### src/rtl/tsp_pkg.sv
// types and constants shared by the timed slot pool
package tsp_pkg;

  localparam int unsigned FRAMES = 4;
  localparam int unsigned AGE_W = 9;
  localparam logic [7:0] LIFETIME_RESET = 8'd13;

  typedef enum logic [1:0] {
    FN_ADD   = 2'd0,
    FN_TICK  = 2'd1,
    FN_READ  = 2'd2,
    FN_CLEAR = 2'd3
  } func_t;

  typedef enum logic {
    ST_IDLE,
    ST_RUN
  } state_t;

  typedef struct packed {
    func_t              func;
    logic signed [11:0] pos_x;
    logic signed [11:0] pos_y;
    logic               kind;
    logic [7:0]         slot_index;
  } in_item_t;

  typedef struct packed {
    logic               ok;
    logic [7:0]         slot_out;
    logic signed [11:0] out_x;
    logic signed [11:0] out_y;
    logic               out_kind;
    logic [1:0]         frame;
    logic [8:0]         in_use;
  } out_item_t;

  typedef struct packed {
    logic               active;
    logic signed [11:0] x;
    logic signed [11:0] y;
    logic               kind;
    logic [AGE_W-1:0]   age;
  } slot_t;

  typedef struct packed {
    logic shift;
    logic clr;
  } ring_ctl_t;

endpackage

### src/rtl/tsp_cell.sv
// one slot of the rotating slot ring
module tsp_cell import tsp_pkg::*; (
  input  logic      clk,
  input  logic      rst,
  input  ring_ctl_t ctl,
  input  slot_t     din,
  output slot_t     q
);

  logic               active;
  logic signed [11:0] x;
  logic signed [11:0] y;
  logic               kind;
  logic [AGE_W-1:0]   age;

  always_ff @(posedge clk) begin
    if (rst) begin
      active <= 1'b0;
    end else if (ctl.clr) begin
      active <= 1'b0;
    end else if (ctl.shift) begin
      active <= din.active;
    end
  end

  always_ff @(posedge clk) begin
    if (ctl.shift) begin
      x    <= din.x;
      y    <= din.y;
      kind <= din.kind;
      age  <= din.age;
    end
  end

  always_comb begin
    q.active = active;
    q.x      = x;
    q.y      = y;
    q.kind   = kind;
    q.age    = age;
  end

endmodule

### config.mk
export PLATFORM = sky130hd
export DESIGN_NAME = tsp_cell
export DESIGN_NICKNAME = d
export VERILOG_FILES = /design/src/rtl/tsp_pkg.sv /design/src/rtl/tsp_cell.sv
export SDC_FILE = /design/constraint.sdc
export NUM_CORES = 1
export LEC_CHECK = 0
export ABC_AREA = 1
export BUFFER_PORTS_ARGS = -buffer_cell sky130_fd_sc_hd__buf_2
export CAP_MARGIN = 20
export CORE_MARGIN = 3
export CORE_UTILIZATION = 39
export CTS_CLUSTER_DIAMETER = 120
export DETAILED_ROUTE_END_ITERATION = 7
export HOLD_SLACK_MARGIN = 0.06
export PLACE_DENSITY = 0.81
export RECOVER_POWER = 100
export SYNTH_ARGS = -nofsm -noshare
export SYNTH_HDL_FRONTEND = slang
export SYNTH_SLANG_ARGS = --single-unit
### constraint.sdc
create_clock -name clk -period 0.8 [get_ports clk]
set_input_delay 0.2 -clock clk [delete_from_list [all_inputs] [get_ports clk]]
set_output_delay 0.2 -clock clk [all_outputs]
set_load 0.005 [all_outputs]
# == Word-level counts from Yosys, hierarchy flattened ==
# Cells that the tools add are included.
# classes
reduce_logical,1
# ops
op,n
2-bit OR reduction,1
# totals
ff_bits,35
word_cells,6

# == Depth between registers and ports, before layout ==
# logic_depth
ltp_word,1
ltp_mapped,4
ltp_nobuf,4

# == Least setup slack after synthesis ==
# Ideal clock, no wire load.
# synth_path
path_type,register to output
startpoint,reg kind
endpoint,out q[9] (netlist name)
arrival_time_ns,0.467
path_slack_ns,0.133
stages_incl_launch_ff,2
cell_sequence,edfxtp_1 buf_4
# synth_lines
item,line,text
from (decl),tsp_cell.sv:13,logic kind;
from (signal assigned),tsp_cell.sv:30,kind <= din.kind;
to (decl),tsp_cell.sv:7,output slot_t q
# No word-level cell between the ends.

# == Final worst setup path ==
# layout_path
startpoint,reg x[10]
endpoint,out q[32] (netlist name)
# layout_lines
item,line,text
from (decl),tsp_cell.sv:11,logic signed [11:0] x;
from (signal assigned),tsp_cell.sv:28,x <= din.x;
# No word-level cell between the ends.

==> impl_metrics.toml <==
[layout]
fillers = 162
area_growth_pct = 72.6
final_net_count = 196
final_common_cell = "buf_2"
final_layout_size_suffix_gt1_share_pct = 50.0
layout_common_cells = "70 x buf_2, 34 x edfxtp_1, 34 x dlygate4sd3_1, 5 x clkbuf_4, 5 x clkbuf_1"
instances_no_fill = 188
insertedDiodeCount = 0

[pwr]
leakage_nw = 0.814
peakVddDrop_v = 0.00200
p_per_area_nw_per_um2 = 1870

[timing]
rsz0062_at_grt = "yes"
finalCritPeriodShare_pct = 134
finalSetupViolCount = 37
slew-limit-headroom_pct = 71.6
whs_ns = 0.137
fin_ws_ns = -0.269
layout_min_cycle_time_ns = 1.07
fin_skew_ns = 0
finalHoldViolCount = 0
fmax_ghz = 0.936
slew_violations = 0
tightestPinTransition_ns = 0.426

[worst_setup_path]
r2r_start = "active$_SDFFE_PP0P_"
crit_buf_inv = 1
crit_chain = "buf_2"
slowest_delay_ns = 0.40
r2r_cells = 2
end_kind = "primary output"
required_ns = 0.60
slowest_stage = "edfxtp_1"
crit_type = "flip-flop to primary output"
crit_fanout = 1
cp.arrival_ns = 0.87
cp_top_family = "flip-flops"
cp.depth = 1
cp-startpoint = "x[10]$_DFFE_PP_"
start_kind = "flip-flop"

[global_route]
grt.total_usage_pct = 19.5
overflow = 0
grt_pass1_wl_mm = 4.51
antenna_found_initial = 0
grt_start_max_net_pins = 19
first_global_vias = 971

[synthesis]
ys_seq_area_share_pct = 96.3
ys_warn_count = 0
synth_nets = 82
synth_area_um2 = 1080
syn_area_per_cell_um2 = 25.1
ys_types = 7
synth-seq-cells = 35
syn_inst = 43

[clock_network]
cts.clk_slew.worst_paths_ns = 0.10
cts_tree = "done"
cts_buffers = 5
clock_path_buffers = 2
clock_latency_ns = 0.32
post_cts_buffers = 0
htreeDepth = 2
clk_root_buffer_cell = "clkbuf_4"
cts_sinks = 35

[detailed_routing]
via_count = 831
viasPerCell = 4.42
postRouteAntennaNets = 0
drtIter0Drc = 13
drc = 0
dr.pass1.iters = 4
wire_per_inst_um = 15.7
routed_wl_mm = 2.94

[floorplanning]
die_h_um = 58.7
fp.coreArea_um2 = 2540
num_rows = 18
dieArea_um2 = 3440
fp.dieW_um = 58.7
io_pins = 74
initial_core_util_pct = 42.5

[run]
drv_cap = 0

[hold_path]
min_from = "rst"
worstHoldPathCells = 4
hold_class = "primary input to flip-flop"

[outcome]
violations = "negative setup slack"
status = "finished, violations left"

[placement]
gp_congestion = 0.672
place.detailed.hpwl_mm = 1.74
dp_cells = 146
port_buffers = 73
-- cell usage after synthesis --
cell type	number	area share [%]
nor2_1	2	0.69
nand2_1	2	0.69
dfxtp_1	1	1.9
nor2_2	1	0.58
edfxtp_1	34	94
inv_1	1	0.35
buf_4	2	1.4
-- worst register-to-register path: cells and delay by family, from the launching register on --
kind	cells	cell delay, ns
simple gates	2	0.20
flops	1	0.34
-- state kept, by name, indices dropped and copies added (netlist names) --
signal,count
x,12
active,1
kind,1
y,12
age,9
-- report_power, final --
part	leakage (nW)	switching, mW	internal, mW
logic	0.446	0.171	0.264
clock network	0.0265	0.502	0.350
registers	0.341	0.0363	2.17
total	0.814	0.708	2.78
-- repair_timing --
item	CTS	global route
gates resized for setup	1	0
hold endpoints to repair	33	1
hold buffers	33	1
endpoints found under the setup margin	35	35
-- routing by layer --
layer,up-vias,track usage [%],routed length (µm)
met5,-,0,0
met4,0,12.0,99
met3,9,11.8,461
met2,63,32.4,1510
met1,367,18.0,871
li1,392,-,-
-- area by class of cell --
class                           count  area (µm²)  area share [%]
Sequential cell                    35        1040            55.9
Timing Repair Buffer              109         712            38.2
Clock buffer                        8        48.8            2.62
Tap cell                           30        37.5            2.01
Multi-Input combinational cell      5        21.3            1.14
Inverter                            1        3.75           0.201
-- worst paths after layout --
path                                            end  slack, ns
worst max-delay path                          q[32]      -0.27
worst min-delay path            active$_SDFFE_PP0P_       0.14
worst max register to register  active$_SDFFE_PP0P_       0.16
worst min register to register  active$_SDFFE_PP0P_       0.55
-- per-stage QoR --
step | worst slack, ns | power (mW) | util (%) | area [µm²] | setup TNS (ns)
after global routing | -0.323 | 3.66 | 73.3 | 1870 | -9.66
final | -0.269 | 3.49 | 73.3 | 1870 | -7.83
after global placement | 0.00332 | 2.54 | 59.3 | 1510 | 0
after CTS | -0.263 | 3.51 | 74.2 | 1890 | -8.11
after detailed placement | -0.00592 | 2.56 | 59.3 | 1510 | -0.158
after floorplan | 0.133 | 2.28 | - | 1080 | 0
-- cells by family after synthesis --
family	synth area share, %
buffers and inverters	1.74
DFF	96.3
and+or+nand+nor	1.97
Power figures use the tool's default switching activity.
