==> src/rtl/tsp_pkg.sv <==
// types and constants shared by the timed slot pool
package tsp_pkg;

  localparam int unsigned FRAMES = 4;
  localparam int unsigned AGE_W = 9;
  localparam logic [7:0] LIFETIME_RESET = 8'd13;

  typedef enum logic [1:0] {
    FN_ADD   = 2'd0,
    FN_TICK  = 2'd1,
    FN_READ  = 2'd2,
    FN_CLEAR = 2'd3
  } func_t;

  typedef enum logic {
    ST_IDLE,
    ST_RUN
  } state_t;

  typedef struct packed {
    func_t              func;
    logic signed [11:0] pos_x;
    logic signed [11:0] pos_y;
    logic               kind;
    logic [7:0]         slot_index;
  } in_item_t;

  typedef struct packed {
    logic               ok;
    logic [7:0]         slot_out;
    logic signed [11:0] out_x;
    logic signed [11:0] out_y;
    logic               out_kind;
    logic [1:0]         frame;
    logic [8:0]         in_use;
  } out_item_t;

  typedef struct packed {
    logic               active;
    logic signed [11:0] x;
    logic signed [11:0] y;
    logic               kind;
    logic [AGE_W-1:0]   age;
  } slot_t;

  typedef struct packed {
    logic shift;
    logic clr;
  } ring_ctl_t;

endpackage

==> src/rtl/tsp_ctrl.sv <==
// sequencer and head-of-ring processing for the slot pool
module tsp_ctrl import tsp_pkg::*; #(
  parameter int unsigned SLOTS = 256
) (
  input  logic       clk,
  input  logic       rst,
  input  logic       start,
  output logic       busy,
  input  in_item_t   req,
  input  logic [7:0] lifetime,
  input  slot_t      head,
  output slot_t      wb,
  output ring_ctl_t  ctl,
  output logic       done,
  output out_item_t  rsp
);

  localparam int unsigned CW = $clog2(SLOTS);
  localparam int unsigned HW = $clog2(SLOTS + 1);
  localparam int unsigned IW = (CW > 8) ? CW : 8;

  state_t          state, state_next;
  in_item_t        arg;
  logic [CW-1:0]   cnt;
  logic [HW-1:0]   hw, hw_next;
  logic            found, found_next;
  logic [CW-1:0]   claim, claim_next;
  logic            top_free, top_free_next;
  logic            rd_hit, rd_hit_next;
  slot_t           rd, rd_next;
  out_item_t       rsp_next;
  logic            accept;
  logic            last;
  logic [AGE_W-1:0] age_inc;

  assign busy    = (state != ST_IDLE);
  assign accept  = start && (state == ST_IDLE);
  assign last    = (cnt == CW'(SLOTS - 1));
  assign age_inc = head.age + AGE_W'(1);

  always_ff @(posedge clk) begin
    if (rst) begin
      state <= ST_IDLE;
      hw    <= '0;
      cnt   <= '0;
    end else begin
      state <= state_next;
      hw    <= hw_next;
      if (accept || last) begin
        cnt <= '0;
      end else if (state == ST_RUN) begin
        cnt <= cnt + CW'(1);
      end
    end
  end

  always_ff @(posedge clk) begin
    if (accept) begin
      arg <= req;
    end
    found    <= found_next;
    claim    <= claim_next;
    top_free <= top_free_next;
    rd_hit   <= rd_hit_next;
    rd       <= rd_next;
  end

  always_ff @(posedge clk) begin
    if (rst) begin
      done <= 1'b0;
    end else begin
      done <= (accept && req.func == FN_CLEAR) || (state == ST_RUN && last);
    end
  end

  always_ff @(posedge clk) begin
    rsp <= rsp_next;
  end

  always_comb begin
    state_next    = state;
    hw_next       = hw;
    found_next    = found;
    claim_next    = claim;
    top_free_next = top_free;
    rd_hit_next   = rd_hit;
    rd_next       = rd;
    wb            = head;
    ctl.shift     = 1'b0;
    ctl.clr       = 1'b0;
    rsp_next      = '0;

    unique case (state)
      ST_IDLE: begin
        if (accept) begin
          found_next    = 1'b0;
          claim_next    = '0;
          top_free_next = 1'b0;
          rd_hit_next   = 1'b0;
          rd_next       = '0;
          if (req.func == FN_CLEAR) begin
            ctl.clr = 1'b1;
            hw_next = '0;
          end else begin
            state_next = ST_RUN;
          end
        end
      end
      ST_RUN: begin
        ctl.shift = 1'b1;
        unique case (arg.func)
          FN_ADD: begin
            if (!found && !head.active) begin
              wb.active  = 1'b1;
              wb.x       = arg.pos_x;
              wb.y       = arg.pos_y;
              wb.kind    = arg.kind;
              wb.age     = '0;
              found_next = 1'b1;
              claim_next = cnt;
              if (HW'(cnt) >= hw) begin
                hw_next = HW'(cnt) + HW'(1);
              end
            end
          end
          FN_TICK: begin
            if (HW'(cnt) < hw && head.active) begin
              wb.age    = age_inc;
              wb.active = (age_inc <= {1'b0, lifetime});
            end
            // remember whether the topmost covered slot ends up free
            if (hw != '0 && HW'(cnt) == hw - HW'(1)) begin
              top_free_next = !wb.active;
            end
            if (last && hw != '0 && top_free_next) begin
              hw_next = hw - HW'(1);
            end
          end
          FN_READ: begin
            if (IW'(arg.slot_index) == IW'(cnt) && head.active) begin
              rd_hit_next = 1'b1;
              rd_next     = head;
            end
          end
          default: begin
          end
        endcase
        if (last) begin
          state_next = ST_IDLE;
        end
      end
      default: begin
        state_next = ST_IDLE;
      end
    endcase

    if (state == ST_RUN && last) begin
      case (arg.func)
        FN_ADD: begin
          rsp_next.ok       = found_next;
          rsp_next.slot_out = found_next ? 8'(claim_next) : 8'd0;
        end
        FN_READ: begin
          rsp_next.ok       = rd_hit_next;
          rsp_next.slot_out = arg.slot_index;
          rsp_next.out_x    = rd_next.x;
          rsp_next.out_y    = rd_next.y;
          rsp_next.out_kind = rd_next.kind;
          rsp_next.frame    = 2'(rd_next.age % FRAMES);
        end
        default: begin
        end
      endcase
    end
    rsp_next.in_use = 9'(hw_next);
  end

endmodule

==> config.mk <==
export PLATFORM = sky130hd
export DESIGN_NAME = tsp_ctrl
export DESIGN_NICKNAME = d
export VERILOG_FILES = /design/src/rtl/tsp_pkg.sv /design/src/rtl/tsp_ctrl.sv
export SDC_FILE = /design/constraint.sdc
export NUM_CORES = 1
export LEC_CHECK = 0
export ABC_CLOCK_PERIOD_IN_PS = 3950
export BUFFER_PORTS_ARGS = -buffer_cell sky130_fd_sc_hd__buf_2
export CAP_MARGIN = 10
export CORE_MARGIN = 10
export CORE_UTILIZATION = 40
export CTS_CLUSTER_DIAMETER = 30
export DETAILED_ROUTE_END_ITERATION = 7
export PLACE_DENSITY_LB_ADDON = 0.3
export SLEW_MARGIN = 5
export SYNTH_ARGS = -nofsm -noshare
export SYNTH_HDL_FRONTEND = slang
export SYNTH_SLANG_ARGS = --single-unit
export TNS_END_PERCENT = 30
==> constraint.sdc <==
create_clock -name clk -period 3.95 [get_ports clk]
set_input_delay 0.5925 -clock clk [delete_from_list [all_inputs] [get_ports clk]]
set_output_delay 0.5925 -clock clk [all_outputs]
set_load 0.02 [all_outputs]
Word-level counts from Yosys, hierarchy flattened:

Index checks and enable logic that the tools add are counted.

* register bits: 137
* bits of input ports: 81
* output and inout bits: 84
* word-level logic and storage cells: 107

* add/sub/neg operators: 4
* magnitude comparators: 3
* eq/ne operators: 8
* multiplexer cells: 48
* bitwise gates (word level): 1
* reductions and logical operators: 19

Operators by type and width (count)
* $mux 34: 3
* $pmux 9 s2: 4
* $mux 35: 2
* $pmux 34 s2: 1
* $mux 9: 6
* $mux 8: 4
* $mux 25: 1
* $mux 1: 21
* $pmux 8 s2: 1
* $pmux 1 s2: 5
* $add 8x1->9 const B: 1
* $add 9x1->9 const B: 1
* $eq 8x9->1: 1
* $ge 8x9->1: 1
* $le 9x8->1: 1
* $logic_and 1x1->1: 9
* $lt 8x9->1: 1
* $reduce_bool 9->1: 1
* $sub 9x1->9 const B: 1
* $add 8x1->8 const B: 1
* $eq 8x8->1: 1
* $eq 8x8->1 const B: 1
* $eq 2x2->1 const B: 2
* $reduce_and 2->1: 2
* other kinds (8): 11

Depth between registers and ports, before layout:

* word-level depth: 13
* depth in mapped cells: 14
* gate-level depth less buffers: 13

Worst setup path before layout:

Ideal clock, no wire load.

* kind: input port to flip-flop
* from: input head[0] (netlist bit)
* to: register hw[7]
* setup time: 75 ps
* arrival: 3279 ps
* required time: 3875 ps
* setup slack: 597 ps
* stages: 14
* path through: ha_1 -> and4_1 -> nand2_1 -> xnor2_1 -> ha_1 -> a211oi_1 -> o211a_1 -> a211oi_1 -> o32a_2 -> nand2_1 -> mux2_4 -> buf_6 -> or4_4 -> a31oi_1

* word-level cells in the longest chain between the ends: 13

RTL lines
* from (decl): line tsp_ctrl.sv:11 `input slot_t head,`
* $add 9x1->9: line tsp_ctrl.sv:39 `assign age_inc = head.age + AGE_W'(1);`
* $le 9x8->1: line tsp_ctrl.sv:129 `wb.active = (age_inc <= {1'b0, lifetime});`
* $mux 1: line tsp_ctrl.sv:127 `if (HW'(cnt) < hw && head.active) begin`
* $mux 1: line tsp_ctrl.sv:111 `unique case (arg.func)`
* $mux 1: line tsp_ctrl.sv:93 `unique case (state)`
* $logic_not 1->1: line tsp_ctrl.sv:133 `top_free_next = !wb.active;`
* $mux 1: line tsp_ctrl.sv:132 `if (hw != '0 && HW'(cnt) == hw - HW'(1)) begin`
* $mux 1: line tsp_ctrl.sv:111
* $mux 1: line tsp_ctrl.sv:93
* $logic_and 1x1->1: line tsp_ctrl.sv:135 `if (last && hw != '0 && top_free_next) begin`
* $mux 9: line tsp_ctrl.sv:135
* $pmux 9 s2: line tsp_ctrl.sv:111
* $pmux 9 s2: line tsp_ctrl.sv:93
* to (signal assigned): line tsp_ctrl.sv:48 `hw <= hw_next;`
* to (decl): line tsp_ctrl.sv:25 `logic [HW-1:0] hw, hw_next;`

Every way passes these cells. The select of a mux whose other input is x is not followed.
A chain may end at the register's enable or synchronous reset.

==> results.ini <==
[synthesis]
synth_edf_count=36
yosysUniqueCellTypes=70
synth_ff_type=dfxtp_1
yosysTopAreaCell=dfxtp_1
syn-num-nets=833
synth_area_leaders=dfxtp_1 (30%), edfxtp_1 (16%), nand2_1 (7.2%), mux2i_1 (5.1%), ha_1 (3.7%)
synth-seq-cells=137
async_flop_share_pct=0
avgSynthCellArea_um2=9.15
netlist_area_um2=6700
yosysWarningCount=0
syn_inst=732
ys_seq_area_share_pct=46.3
synth_top_area_share_pct=30.2

[sta]
hold_viol=0
setup_viol=0
tightest_slew_ps=708
fin_ws_ps=261
period_minus_slack_ps=3690
fmax_mhz=271
tns_ps=0
period_share_pct=93.4
slew_violations=0
skew_ps=14.1
relSlewSlack_pct=52.8
grt_setup_unrepaired=false

[drt]
drt-pass1-iter-count=6
via_per_inst=5.21
drc=0
first_iter_violations=297
wl_per_cell_um=16.7
ant_nets=0
routed_wl_um=18800
vias=5848

[cells_and_area]
final_cells=1122
drive_gt1_share_pct=26.6
final_nets=986
finalCoreUtilization_pct=50.0
area_growth_pct=23.2
n_fill_cell=1582

[critical_path]
crit_family=compound AO/OA/AOI/OAI gates
rr_endpoint=hw[0]
end_kind=primary output
worstPathCellList=buf_2, ha_1, and4_2, nand2_1, xnor2_1, ha_1, a211oi_2, a21boi_0, a211oi_1, o32a_2, a32oi_1, buf_2
slowest_stage=ha_1
path_buf_inv=2
endpoint=wb[34]
ff2ff_path_depth=10
timing.reg2reg.setup_slack_ps=660
crit_required_ps=3360
start_kind=primary input
cpPeakStageDelay_ps=320
worst-path-max-fanout=8
cp-startpoint=head[0]
arrival_ps=3100
path_class=in2out
cp.depth=12
reg2reg_from=hw[2]

[place]
portBuffers=164
hpwl_um=13800
post-place-ws_ps=84.9
placed_cells=1086
gp_congestion=0.950

[clock_network]
postCtsHoldBufs=0
cts_setup_buffers=0
clock_latency_ps=420
cts_made_buffers=17
cts-root-buf=clkbuf_16
clk_pin_slew_ps=70
clock-sinks=137
htreeDepth=4
clockBufferDepth=2
tritoncts=built

[power]
ir_drop_mv=0.346
pwr-share-seq_pct=44.0
swShare_pct=26.6
p_clk_share_pct=44.9
switching_power_w=0.000908
leakage_nw=3.74
p_per_area_nw_per_um2=413
intPower_w=0.00250
p_comb_share_pct=11.1

[floorplan]
die_h_um=149
die_x_um=149
ios=165
rows=47
die-area_um2=22300
coreArea_um2=16500
initial_core_util_pct=40.5

[global_routing]
grt_pass1_wl_um=30300
overflow=0
grt_pass1_vias=5917
grt_start_max_net_pins=55
grt_usage_pct=16.9
antenna_found_initial=4

[hold_path]
min_path_type=in2reg

[flow_run]
drv_cap=0

[outcome]
outcome=finished clean

## synth_stat cells (all sizes together), types with 18 or more instances
cell and instances:
nand3 30, nor2 66, edfxtp 36, dfxtp 101, clkbuf 32, mux2i 34, nand2 128, a21oi 29
nor3 38, o21ai 18, ha 20, inv 27
## worst min-delay path by stage
stage | from | slack [ps] | end | cells after the start
after floorplan | rd_hit | 430 | rd_hit | 2
after global placement | rd_hit | 440 | rd_hit | 2
after detailed placement | rd_hit | 450 | rd_hit | 2
after CTS | req[15] | 330 | arg[15] | 1
after global routing | req[8] | 330 | arg[8] | 1
final | req[16] | 340 | arg[16] | 1
## sequential cells by signal, indices dropped and copies added (netlist names)
| name | flops |
|---|---|
| hw | 9 |
| cnt | 8 |
| found | 1 |
| done | 1 |
| arg | 35 |
| rsp | 45 |
| top_free | 1 |
| claim | 8 |
| rd_hit | 1 |
| rd | 27 |
| busy | 1 |
## power by group through the flow
stage | registers (W) | clock network (W) | logic (W)
floorplan | 0.00153 | 0 | 0.000242
global placement | 0.00153 | 0 | 0.000374
detailed placement | 0.00153 | 0 | 0.000375
CTS | 0.00150 | 0.00156 | 0.000378
global route | 0.00150 | 0.00162 | 0.000419
finish | 0.00150 | 0.00153 | 0.000379
## cell type report
type	count	area, um^2	area share [%]
antenna	4	10.0	0.121
clock buffer	19	433	5.24
clock inverter	13	135	1.64
inverter	27	101	1.23
multi-input combinational	518	3230	39.1
sequential	137	3100	37.6
tap	220	275	3.33
timing repair buffer	184	971	11.8
## metrics by stage
stage / power (W) / instance area (um^2) / hold WS [ps]
after floorplan: 0.00177 / 6700 / 433
after global placement: 0.00190 / 7660 / 442
after detailed placement: 0.00191 / 7660 / 449
after CTS: 0.00344 / 8230 / 332
after global routing: 0.00354 / 8250 / 327
final: 0.00341 / 8260 / 345
## cell families (layout without fill, tap and decap cells)
kind of cell,count (synthesis),after routing,synth area share (%)
AO/OA/AOI/OAI,112,112,11.7
XOR/XNOR,34,34,4.44
adder cells (fa/ha/maj),20,20,3.73
buffers and inverters,77,243,5.83
flip-flops,137,137,46.3
multiplexers,41,41,6.37
other,0,4,0
AND/OR/NAND/NOR,311,311,21.6
## layout by cell type, fill, tap and decap left out, types with 5 or more instances in the layout
cell type / Yosys / routed
buf_2: 8 / 164
nand2_1: 128 / 128
dfxtp_1: 101 / 101
nor2_1: 65 / 65
nor3_1: 36 / 36
edfxtp_1: 36 / 36
mux2i_1: 34 / 34
nand3_1: 29 / 29
a21oi_1: 28 / 28
inv_1: 27 / 27
ha_1: 20 / 20
buf_4: 2 / 20
o21ai_0: 18 / 18
xnor2_1: 17 / 17
xor2_1: 17 / 17
clkbuf_16: 0 / 17
nand4_1: 14 / 14
a22oi_1: 9 / 9
a211oi_1: 7 / 6
and3_1: 5 / 5
a32o_1: 5 / 5
a31oi_1: 5 / 5
inv_6: 0 / 5
## metal layers
layer	vias to the layer above	share of wire, %	global-route usage (%)	routed length, um
li1	2882	-	-	-
met1	2722	42	20.2	7950
met2	224	47	27.1	8820
met3	18	9.6	7.49	1810
met4	2	1.1	4.32	203
met5	-	0.037	0	7
## timing repair
item                                    4_1_cts  5_1_grt
resized for setup                             0        3
hold endpoints to repair                      0        0
endpoints found under the setup margin        0        4
Power figures use the tool's default switching activity.
